<file path="src/rtl/core/tdd_pkg.sv">
`timescale 1ns / 1ps
// ----------------------------------------------------------------------------
// tdd_pkg
// Shared types, constants and the arctangent table of the tilt detector.
// ----------------------------------------------------------------------------
package tdd_pkg;

   localparam int ConfirmCountDef = 3;
   localparam int CordicSteps     = 16;
   localparam int SquareSteps     = 17;
   localparam int RootSteps       = 30;

   localparam logic [8:0]  AlphaReset  = 9'd64;
   localparam logic [8:0]  AlphaMax    = 9'd256;
   localparam logic [14:0] ThreshReset = 15'd1920;

   // +180 degrees in 1/32768 degree units
   localparam logic signed [25:0] HalfTurn = 26'sd5898240;

   typedef enum logic [1:0] {
      GO_RIGHT = 2'd0,
      GO_UP    = 2'd1,
      GO_DOWN  = 2'd2,
      GO_LEFT  = 2'd3
   } dir_type;

   typedef enum logic {
      CSR_ALPHA  = 1'b0,
      CSR_THRESH = 1'b1
   } csr_index_type;

   typedef enum logic [2:0] {
      ST_IDLE,
      ST_ANGLE,
      ST_ROOT,
      ST_PITCH,
      ST_FILT
   } state_type;

   function automatic logic [20:0] atan_lut(input logic [3:0] idx);
      logic [20:0] v;
      case (idx)
         4'd0:    v = 21'd1474560;
         4'd1:    v = 21'd870484;
         4'd2:    v = 21'd459940;
         4'd3:    v = 21'd233473;
         4'd4:    v = 21'd117189;
         4'd5:    v = 21'd58652;
         4'd6:    v = 21'd29333;
         4'd7:    v = 21'd14667;
         4'd8:    v = 21'd7334;
         4'd9:    v = 21'd3667;
         4'd10:   v = 21'd1833;
         4'd11:   v = 21'd917;
         4'd12:   v = 21'd458;
         4'd13:   v = 21'd229;
         4'd14:   v = 21'd115;
         4'd15:   v = 21'd57;
         default: v = 21'd0;
      endcase
      return v;
   endfunction

endpackage

</file>
<file path="src/rtl/core/tilt_direction_detector.sv">
`timescale 1ns / 1ps
// ----------------------------------------------------------------------------
// tilt_direction_detector
// Roll/pitch from a 3-axis sample, calibration, low-pass and direction vote.
// ----------------------------------------------------------------------------
// sequence: after a word is accepted, square/roll cordic, root digits and pitch
//    cordic steps run in turn, then the filter step writes the output register
// throughput: one word at a time, no new word until its result is committed,
//    set by the single shared cordic stage and the one-digit-per-cycle square root
// reset: synchronous, clears state to uncalibrated, alpha 64, threshold 1920
module tilt_direction_detector
   import tdd_pkg::*;
#(
   parameter int CONFIRM_COUNT = ConfirmCountDef
) (
   input  logic        clock,
   input  logic        reset,
   input  logic        req_tvalid,
   output logic        req_tready,
   input  logic [47:0] req_tdata,   // accel_x, accel_y, accel_z
   input  logic        req_tuser,   // action
   output logic        rsp_tvalid,
   input  logic        rsp_tready,
   output logic [39:0] rsp_tdata,   // direction, smoothed_roll, smoothed_pitch, pad
   input  logic        csr_wen,
   input  logic        csr_index,
   input  logic [14:0] csr_wdata
);

   localparam int RepW = $clog2(CONFIRM_COUNT + 1);

   state_type state_ff, state_in;
   logic [4:0] cnt_ff, cnt_in;

   logic [8:0]  alpha_ff;
   logic [14:0] thresh_ff;

   logic               calib_ff, action_ff, zvec_ff;
   logic signed [15:0] ax_ff;
   logic signed [15:0] rz_ff, pz_ff;
   logic signed [16:0] rs_ff, ps_ff, roll_ff;
   logic [1:0]         held_ff, pend_ff;
   logic [RepW-1:0]    rep_ff;

   logic signed [35:0] cx_ff, cy_ff, cx_in, cy_in;
   logic signed [25:0] cz_ff, cz_in;

   logic [31:0] mca_ff, mcb_ff, acc_ff;
   logic [16:0] mpa_ff, mpb_ff;

   logic [59:0] n_ff;
   logic [33:0] rem_ff, rem_in;
   logic [29:0] root_ff, root_in;

   logic        rsp_tvalid_ff;
   logic [39:0] rsp_tdata_ff;

   logic accept, last_step, commit;

   assign accept = req_tvalid && req_tready;
   assign commit = (state_ff == ST_FILT) && (!rsp_tvalid_ff || rsp_tready);

   // next state
   always_comb begin
      state_in = state_ff;
      case (state_ff)
         ST_IDLE:  if (accept) state_in = ST_ANGLE;
         ST_ANGLE: if (cnt_ff == 5'(SquareSteps - 1)) state_in = ST_ROOT;
         ST_ROOT:  if (cnt_ff == 5'(RootSteps - 1)) state_in = ST_PITCH;
         ST_PITCH: if (cnt_ff == 5'(CordicSteps - 1)) state_in = ST_FILT;
         ST_FILT:  if (commit) state_in = ST_IDLE;
         default:  state_in = ST_IDLE;
      endcase
   end

   // outputs of the sequencer
   always_comb begin
      req_tready = 1'b0;
      last_step  = 1'b0;
      case (state_ff)
         ST_IDLE:  req_tready = 1'b1;
         ST_ANGLE: last_step = (cnt_ff == 5'(SquareSteps - 1));
         ST_ROOT:  last_step = (cnt_ff == 5'(RootSteps - 1));
         ST_PITCH: last_step = (cnt_ff == 5'(CordicSteps - 1));
         default:  last_step = 1'b0;
      endcase
   end

   always_comb begin
      cnt_in = (last_step || state_ff == ST_IDLE) ? 5'd0 : cnt_ff + 5'd1;
   end

   // input unpacking and roll setup
   logic signed [15:0] ix, iy, iz;
   logic [16:0]        aby, abz;
   logic signed [35:0] ysc, zsc, xsc;

   always_comb begin
      ix  = req_tdata[15:0];
      iy  = req_tdata[31:16];
      iz  = req_tdata[47:32];
      aby = iy[15] ? 17'(-{iy[15], iy}) : {iy[15], iy};
      abz = iz[15] ? 17'(-{iz[15], iz}) : {iz[15], iz};
      ysc = {{6{iy[15]}}, iy, 14'd0};
      zsc = {{6{iz[15]}}, iz, 14'd0};
      xsc = {{6{ax_ff[15]}}, ax_ff, 14'd0};
   end

   // one cordic vectoring step, floor shifts
   logic [3:0]         sh;
   logic signed [35:0] dx, dy;
   logic signed [25:0] at;

   always_comb begin
      sh = cnt_ff[3:0];
      dx = cy_ff >>> sh;
      dy = cx_ff >>> sh;
      at = $signed({5'd0, atan_lut(sh)});
      if (!cy_ff[35]) begin
         cx_in = cx_ff + dx;
         cy_in = cy_ff - dy;
         cz_in = cz_ff + at;
      end else begin
         cx_in = cx_ff - dx;
         cy_in = cy_ff + dy;
         cz_in = cz_ff - at;
      end
   end

   // one root digit per cycle
   logic [33:0] r2, trial;
   logic        ge;

   always_comb begin
      r2      = {rem_ff[31:0], n_ff[59:58]};
      trial   = {2'd0, root_ff, 2'b01};
      ge      = (r2 >= trial);
      rem_in  = ge ? r2 - trial : r2;
      root_in = {root_ff[28:0], ge};
   end

   // round cordic angle to 1/128 degree
   logic signed [25:0] zr;
   logic signed [16:0] angle_q;

   always_comb begin
      zr      = cz_ff + 26'sd128;
      angle_q = zvec_ff ? 17'sd0 : zr[24:8];
   end

   // filter and direction vote
   logic signed [17:0] cal_r, cal_p;
   logic signed [18:0] dif_r, dif_p;
   logic signed [28:0] prd_r, prd_p, sum_r, sum_p;
   logic signed [16:0] rs_new, ps_new;
   logic [16:0]        mag_r, mag_p;
   logic [1:0]         dir;
   logic [RepW:0]      rep_inc;
   logic               dead;

   always_comb begin
      cal_r   = {roll_ff[16], roll_ff} - {{2{rz_ff[15]}}, rz_ff};
      cal_p   = {angle_q[16], angle_q} - {{2{pz_ff[15]}}, pz_ff};
      dif_r   = {cal_r[17], cal_r} - {{2{rs_ff[16]}}, rs_ff};
      dif_p   = {cal_p[17], cal_p} - {{2{ps_ff[16]}}, ps_ff};
      prd_r   = $signed({1'b0, alpha_ff}) * dif_r;
      prd_p   = $signed({1'b0, alpha_ff}) * dif_p;
      sum_r   = {{4{rs_ff[16]}}, rs_ff, 8'd0} + prd_r + 29'sd128;
      sum_p   = {{4{ps_ff[16]}}, ps_ff, 8'd0} + prd_p + 29'sd128;
      rs_new  = sum_r[24:8];
      ps_new  = sum_p[24:8];
      mag_r   = rs_new[16] ? 17'(-rs_new) : rs_new;
      mag_p   = ps_new[16] ? 17'(-ps_new) : ps_new;
      dead    = (mag_r < {2'd0, thresh_ff}) && (mag_p < {2'd0, thresh_ff});
      if (mag_p > mag_r) dir = (!ps_new[16] && ps_new != 17'sd0) ? GO_UP : GO_DOWN;
      else dir = rs_new[16] ? GO_LEFT : GO_RIGHT;
      rep_inc = {1'b0, rep_ff} + (RepW + 1)'(1);
   end

   always_ff @(posedge clock) begin
      if (reset) begin
         state_ff      <= ST_IDLE;
         cnt_ff        <= 5'd0;
         alpha_ff      <= AlphaReset;
         thresh_ff     <= ThreshReset;
         calib_ff      <= 1'b0;
         rz_ff         <= '0;
         pz_ff         <= '0;
         rs_ff         <= '0;
         ps_ff         <= '0;
         held_ff       <= GO_RIGHT;
         pend_ff       <= GO_RIGHT;
         rep_ff        <= '0;
         rsp_tvalid_ff <= 1'b0;
      end else begin
         state_ff <= state_in;
         cnt_ff   <= cnt_in;
         if (csr_wen) begin
            case (csr_index)
               CSR_ALPHA:
                  alpha_ff <= (csr_wdata[8:0] > AlphaMax) ? AlphaMax : csr_wdata[8:0];
               CSR_THRESH: thresh_ff <= csr_wdata;
               default: ;
            endcase
         end
         if (commit) begin
            rsp_tvalid_ff <= 1'b1;
            if (action_ff) begin
               rz_ff    <= roll_ff[15:0];
               pz_ff    <= angle_q[15:0];
               rs_ff    <= '0;
               ps_ff    <= '0;
               held_ff  <= GO_RIGHT;
               pend_ff  <= GO_RIGHT;
               rep_ff   <= '0;
               calib_ff <= 1'b1;
            end else if (calib_ff) begin
               rs_ff <= rs_new;
               ps_ff <= ps_new;
               if (dead) begin
                  rep_ff  <= '0;
                  pend_ff <= held_ff;
               end else if (dir == pend_ff) begin
                  if (rep_inc >= (RepW + 1)'(CONFIRM_COUNT)) begin
                     held_ff <= dir;
                     rep_ff  <= RepW'(CONFIRM_COUNT);
                  end else begin
                     rep_ff <= rep_inc[RepW-1:0];
                  end
               end else begin
                  pend_ff <= dir;
                  rep_ff  <= RepW'(1);
               end
            end
         end else if (rsp_tvalid_ff && rsp_tready) begin
            rsp_tvalid_ff <= 1'b0;
         end
      end
   end

   // datapath
   always_ff @(posedge clock) begin
      if (accept) begin
         action_ff <= req_tuser;
         ax_ff     <= ix;
         zvec_ff   <= (iy == 16'sd0) && (iz == 16'sd0);
         mca_ff    <= {15'd0, aby};
         mcb_ff    <= {15'd0, abz};
         mpa_ff    <= aby;
         mpb_ff    <= abz;
         acc_ff    <= '0;
         if (!iz[15]) begin
            cx_ff <= zsc;
            cy_ff <= ysc;
            cz_ff <= '0;
         end else begin
            cx_ff <= -zsc;
            cy_ff <= -ysc;
            cz_ff <= iy[15] ? -HalfTurn : HalfTurn;
         end
      end
      case (state_ff)
         ST_ANGLE: begin
            acc_ff <= acc_ff + (mpa_ff[0] ? mca_ff : 32'd0) + (mpb_ff[0] ? mcb_ff : 32'd0);
            mca_ff <= mca_ff << 1;
            mcb_ff <= mcb_ff << 1;
            mpa_ff <= mpa_ff >> 1;
            mpb_ff <= mpb_ff >> 1;
            if (cnt_ff < 5'(CordicSteps)) begin
               cx_ff <= cx_in;
               cy_ff <= cy_in;
               cz_ff <= cz_in;
            end
            if (last_step) begin
               roll_ff <= angle_q;
               n_ff    <= {acc_ff + (mpa_ff[0] ? mca_ff : 32'd0)
                           + (mpb_ff[0] ? mcb_ff : 32'd0), 28'd0};
               rem_ff  <= '0;
               root_ff <= '0;
            end
         end
         ST_ROOT: begin
            n_ff    <= n_ff << 2;
            rem_ff  <= rem_in;
            root_ff <= root_in;
            if (last_step) begin
               cx_ff <= {6'd0, root_in};
               cy_ff <= -xsc;
               cz_ff <= '0;
            end
         end
         ST_PITCH: begin
            cx_ff <= cx_in;
            cy_ff <= cy_in;
            cz_ff <= cz_in;
         end
         default: ;
      endcase
      if (commit) begin
         if (action_ff)
            rsp_tdata_ff <= {4'd0, 17'd0, 17'd0, GO_RIGHT};
         else if (calib_ff)
            rsp_tdata_ff <= {4'd0, ps_new, rs_new,
                             (!dead && dir == pend_ff
                              && rep_inc >= (RepW + 1)'(CONFIRM_COUNT)) ? dir : held_ff};
         else
            rsp_tdata_ff <= {4'd0, ps_ff, rs_ff, held_ff};
      end
   end

   assign rsp_tvalid = rsp_tvalid_ff;
   assign rsp_tdata  = rsp_tdata_ff;

   // checks
   a_busy_after_accept: assert property (@(posedge clock) disable iff (reset)
      accept |=> state_ff == ST_ANGLE) else $error("sequencer did not start");
   a_rep_bound: assert property (@(posedge clock) disable iff (reset)
      rep_ff <= RepW'(CONFIRM_COUNT)) else $error("repeat count beyond limit");
   a_uncal_zero: assert property (@(posedge clock) disable iff (reset)
      !calib_ff |-> (rs_ff == 17'sd0 && ps_ff == 17'sd0)) else $error("filter moved uncalibrated");
   a_no_overwrite: assert property (@(posedge clock) disable iff (reset)
      (rsp_tvalid_ff && !rsp_tready) |-> !commit) else $error("result overwritten");
   a_root_count: assert property (@(posedge clock) disable iff (reset)
      state_ff == ST_ROOT |-> cnt_ff < 5'(RootSteps)) else $error("root step count");

endmodule

</file>
<file path="config.mk">
export PLATFORM = sky130hd
export DESIGN_NAME = tilt_direction_detector
export DESIGN_NICKNAME = d
export VERILOG_FILES = /design/src/rtl/core/tdd_pkg.sv /design/src/rtl/core/tilt_direction_detector.sv
export SDC_FILE = /design/constraint.sdc
export NUM_CORES = 2
export LEC_CHECK = 0
export BUFFER_PORTS_ARGS = -buffer_cell sky130_fd_sc_hd__buf_2
export CORE_MARGIN = 3
export CORE_UTILIZATION = 40
export CTS_BUF_LIST = sky130_fd_sc_hd__clkbuf_8
export DETAILED_ROUTE_END_ITERATION = 7
export PLACE_DENSITY = 0.61
export SLEW_MARGIN = 0
export SYNTH_ARGS = -nofsm -noshare
export SYNTH_HDL_FRONTEND = slang
export SYNTH_SLANG_ARGS = --single-unit
</file>
<file path="constraint.sdc">
create_clock -name clock -period 12.72 [get_ports clock]
set_input_delay 2.544 -clock clock [delete_from_list [all_inputs] [get_ports clock]]
set_output_delay 2.544 -clock clock [all_outputs]
set_load 0.01 [all_outputs]
</file>
==> reports/metrics.csv <==
stage,metric,value,unit
status,outcome,"complete, no violations",
die,# rows,129,
route,final wirelength,147000,um
sta,fin worst setup slack,0.732,ns
synthesis,Netlist cell types,111,
die,Die Y,362,um
route,vias post-DR,41300,
cts,CTS Hold Bufs,0,
synthesis,Post-synth EDFFs,291,
worst_setup_path,max incr delay on CP,0.56,ns
final_layout,Final Util,0.443,
sta,Final setup viols,0,
die,Die Width,362,um
cts,clock sink count,519,
cts,CTS buffer count,99,
route,DR DRC count,0,
final_layout,filler cell count,12200,
placed_design,DP Area,53000,um^2
sta,relative slew slack,0.283,
sta,final worst path period need,11.99,ns
sta,actual slew at the worst max-slew pin,1.07,ns
worst_setup_path,WP data required,13.40,ns
final_layout,synthesis-to-finish area growth,9.10,%
worst_setup_path,CP max stage cell,fa_1,
global_route,Total GRT Usage,0.222,
synthesis,Async SR Flop Fraction,0,
final_layout,fin nets,6520,
final_layout,area of the multi-input gates,34400,um^2
global_route,largest net degree at the start of global routing,81,
min_path,Hold Startpoint,cz_ff[0],
worst_setup_path,"Arr. time, crit path",12.67,ns
final_layout,"commonest non-fill, non-tap cell in the layout",nand2_1,
placed_design,Place WS,0.000272,ns
synthesis,Main synth FF type,edfxtp_1,
global_route,global-route wire length before repair,230000,um
sta,final setup TNS,0,ns
worst_setup_path,critical path class,register to register,
route,routed vias/inst,5.53,
worst_setup_path,startpoint types,register,
cts,clk buf depth,3,
power_and_ir_drop,PwrDens,229,nW/um^2
sta,Worst Skew,0.109,ns
global_route,vias in the first global route,40300,
final_layout,non-filler instance count after layout,7465,
placed_design,Placer Congestion,0.946,
worst_setup_path,CP max FO,9,
synthesis,Synth Instances,5682,
worst_setup_path,Worst Setup End Kind,register,
run,max-cap viol count,0,
sta,"Hold Vio Cnt, Final",0,
power_and_ir_drop,worst IR drop on VDD,0.000212,V
sta,Final Max Tran Viols,0,
route,DRT iter0 DRCs,3418,
placed_design,number of port buffers,107,
cts,root buffer cell,clkbuf_8,
synthesis,post-synthesis sequential area ratio,0.262,
min_path,Hold WC Path Type,register to register,
final_layout,final instance area,55300,um^2
synthesis,synthesized area,50700,um^2
placed_design,placed insts,7261,
cts,"Reg clk slew, reported paths",0.06,ns
placed_design,HPWL Detailed,111000,um
cts,CTS tree,done,
die,Starting Density,0.406,
synthesis,Synth Register Bits,519,
global_route,Overflow after GRT,0,
final_layout,share of layout cells above drive strength 1,0.0917,
synthesis,synth warn,0,
route,drt pass-1 iters,5,
route,Final ANT Viol Nets,0,
route,wire per inst,19.7,um
sta,fmax,83.4,MHz
sta,period utilisation layout,0.942,
die,IO Pins,112,
final_layout,Sequential Area,13300,um^2
die,Core Box Area,125000,um^2
global_route,initial antenna violation count,19,
worst_setup_path,R2R Path Start,cz_ff[8],
worst_setup_path,Critical Path Source,cz_ff[8],
final_layout,most frequent cells in the layout,"nand2_1, inv_1, nor2_1, a21oi_1, ha_1",
cts,H-tree depth,3,
power_and_ir_drop,P_leak,23.5,nW
synthesis,Synth Area per Inst,8.92,um^2
cts,"Clk Latency, worst-skew pair",0.84,ns
die,die area,131000,um^2
[report_power, final]
group / switching (mW) / internal [mW] / total, mW / leakage [nW]
logic: 4.89 / 3.62 / 8.50 / 17.6
clock network: 0.824 / 0.977 / 1.80 / 1.20
registers: 0.320 / 2.04 / 2.36 / 4.61
[layer usage]
layer,part of all wire,vias up,track usage
li1,-,19600,-
met1,0.44,20200,0.300
met2,0.45,1266,0.355
met3,0.071,253,0.0430
met4,0.034,8,0.0784
met5,0.00033,-,0
[through the flow]
step / power (mW) / hold slack, ns
2_1_floorplan: 8.55 / 0.425
3_3_place_gp: 10.5 / 0.435
3_5_place_dp: 10.7 / 0.443
4_1_cts: 12.6 / 0.454
5_1_grt: 13.8 / 0.470
6_report: 12.7 / 0.451
[critical path: cells and delay by family (launching register included)]
family,cells,cell delay (ns)
muxes,1,0.51
AOI/OAI and AO/OA,19,3.38
xor gates and xnor gates,4,0.89
DFF,1,0.40
buffers and inverters,5,0.55
and+or+nand+nor,12,1.89
adders and majority gates,10,4.30
[Yosys cell counts (all sizes together), types with 29 or more instances]
library cell | count | area (um^2)
fa | 351 | 7030
or3 | 40 | 250
nor2b | 54 | 338
and2 | 230 | 1440
inv | 577 | 2170
nor3 | 74 | 375
a31oi | 37 | 238
mux2i | 75 | 751
nand4 | 30 | 215
edfxtp | 291 | 8740
o21a | 58 | 435
o21ai | 289 | 1450
a211oi | 50 | 390
ha | 369 | 4620
xnor2 | 215 | 1900
nand2b | 51 | 319
mux2 | 35 | 394
clkbuf | 191 | 717
nor2 | 523 | 1970
xor2 | 173 | 1520
buf | 60 | 339
mux4 | 74 | 1710
a21oi | 378 | 1900
a21o | 98 | 736
dfxtp | 228 | 4560
o31ai | 29 | 228
and3 | 71 | 444
a22oi | 44 | 330
nand3 | 70 | 360
nand2 | 625 | 2350
[final timing paths]
| kind | slack, ns | cells after the start | endpoint |
|---|---|---|---|
| worst max register to register | 0.73 | 51 | pend_ff[0] |
| worst min register to register | 0.45 | 2 | cz_ff[0] |
| worst max-delay path | 0.73 | 51 | pend_ff[0] |
| worst min-delay path | 0.45 | 2 | cz_ff[0] |
[kinds of logic after synthesis]
logic type	Yosys count	synth area share
compound gates	1174	0.145
xor+xnor	390	0.0682
fa+ha+maj	720	0.230
buf+inv	830	0.0637
flops	519	0.262
mux	184	0.0563
other cells	1	0.0000740
simple gates	1864	0.174
[registers in the layout (all words and copies together) (netlist names), 5 cells and up]
register,flops
cnt_ff,5
thresh_ff,15
roll_ff,17
at,21
cz_ff,25
alpha_ff,9
cy_ff,36
rem_ff,32
acc_ff,32
mpb_ff,17
mca_ff,32
ax_ff,16
root_ff,30
ps_ff,17
cx_ff,36
rz_ff,16
n_ff,32
rs_ff,17
rsp_tdata,36
mpa_ff,17
mcb_ff,32
pz_ff,16
[cell type report]
cell class / count / share of cell area
Timing Repair Buffer: 195 / 0.0217
Sequential cell: 519 / 0.241
Multi-Input combinational cell: 4336 / 0.622
Inverter: 579 / 0.0394
Clock inverter: 73 / 0.0102
Clock buffer: 112 / 0.0279
Tap cell: 1637 / 0.0370
Antenna cell: 14 / 0.000633
[what timing repair did]
action | 4_1_cts | 5_1_grt
gates resized for setup | 1 | 33
pin swaps | 0 | 3
buffers inserted | 0 | 5
endpoints found under the setup margin | 1 | 8
Note: power is estimated with default switching activity, not from simulation.
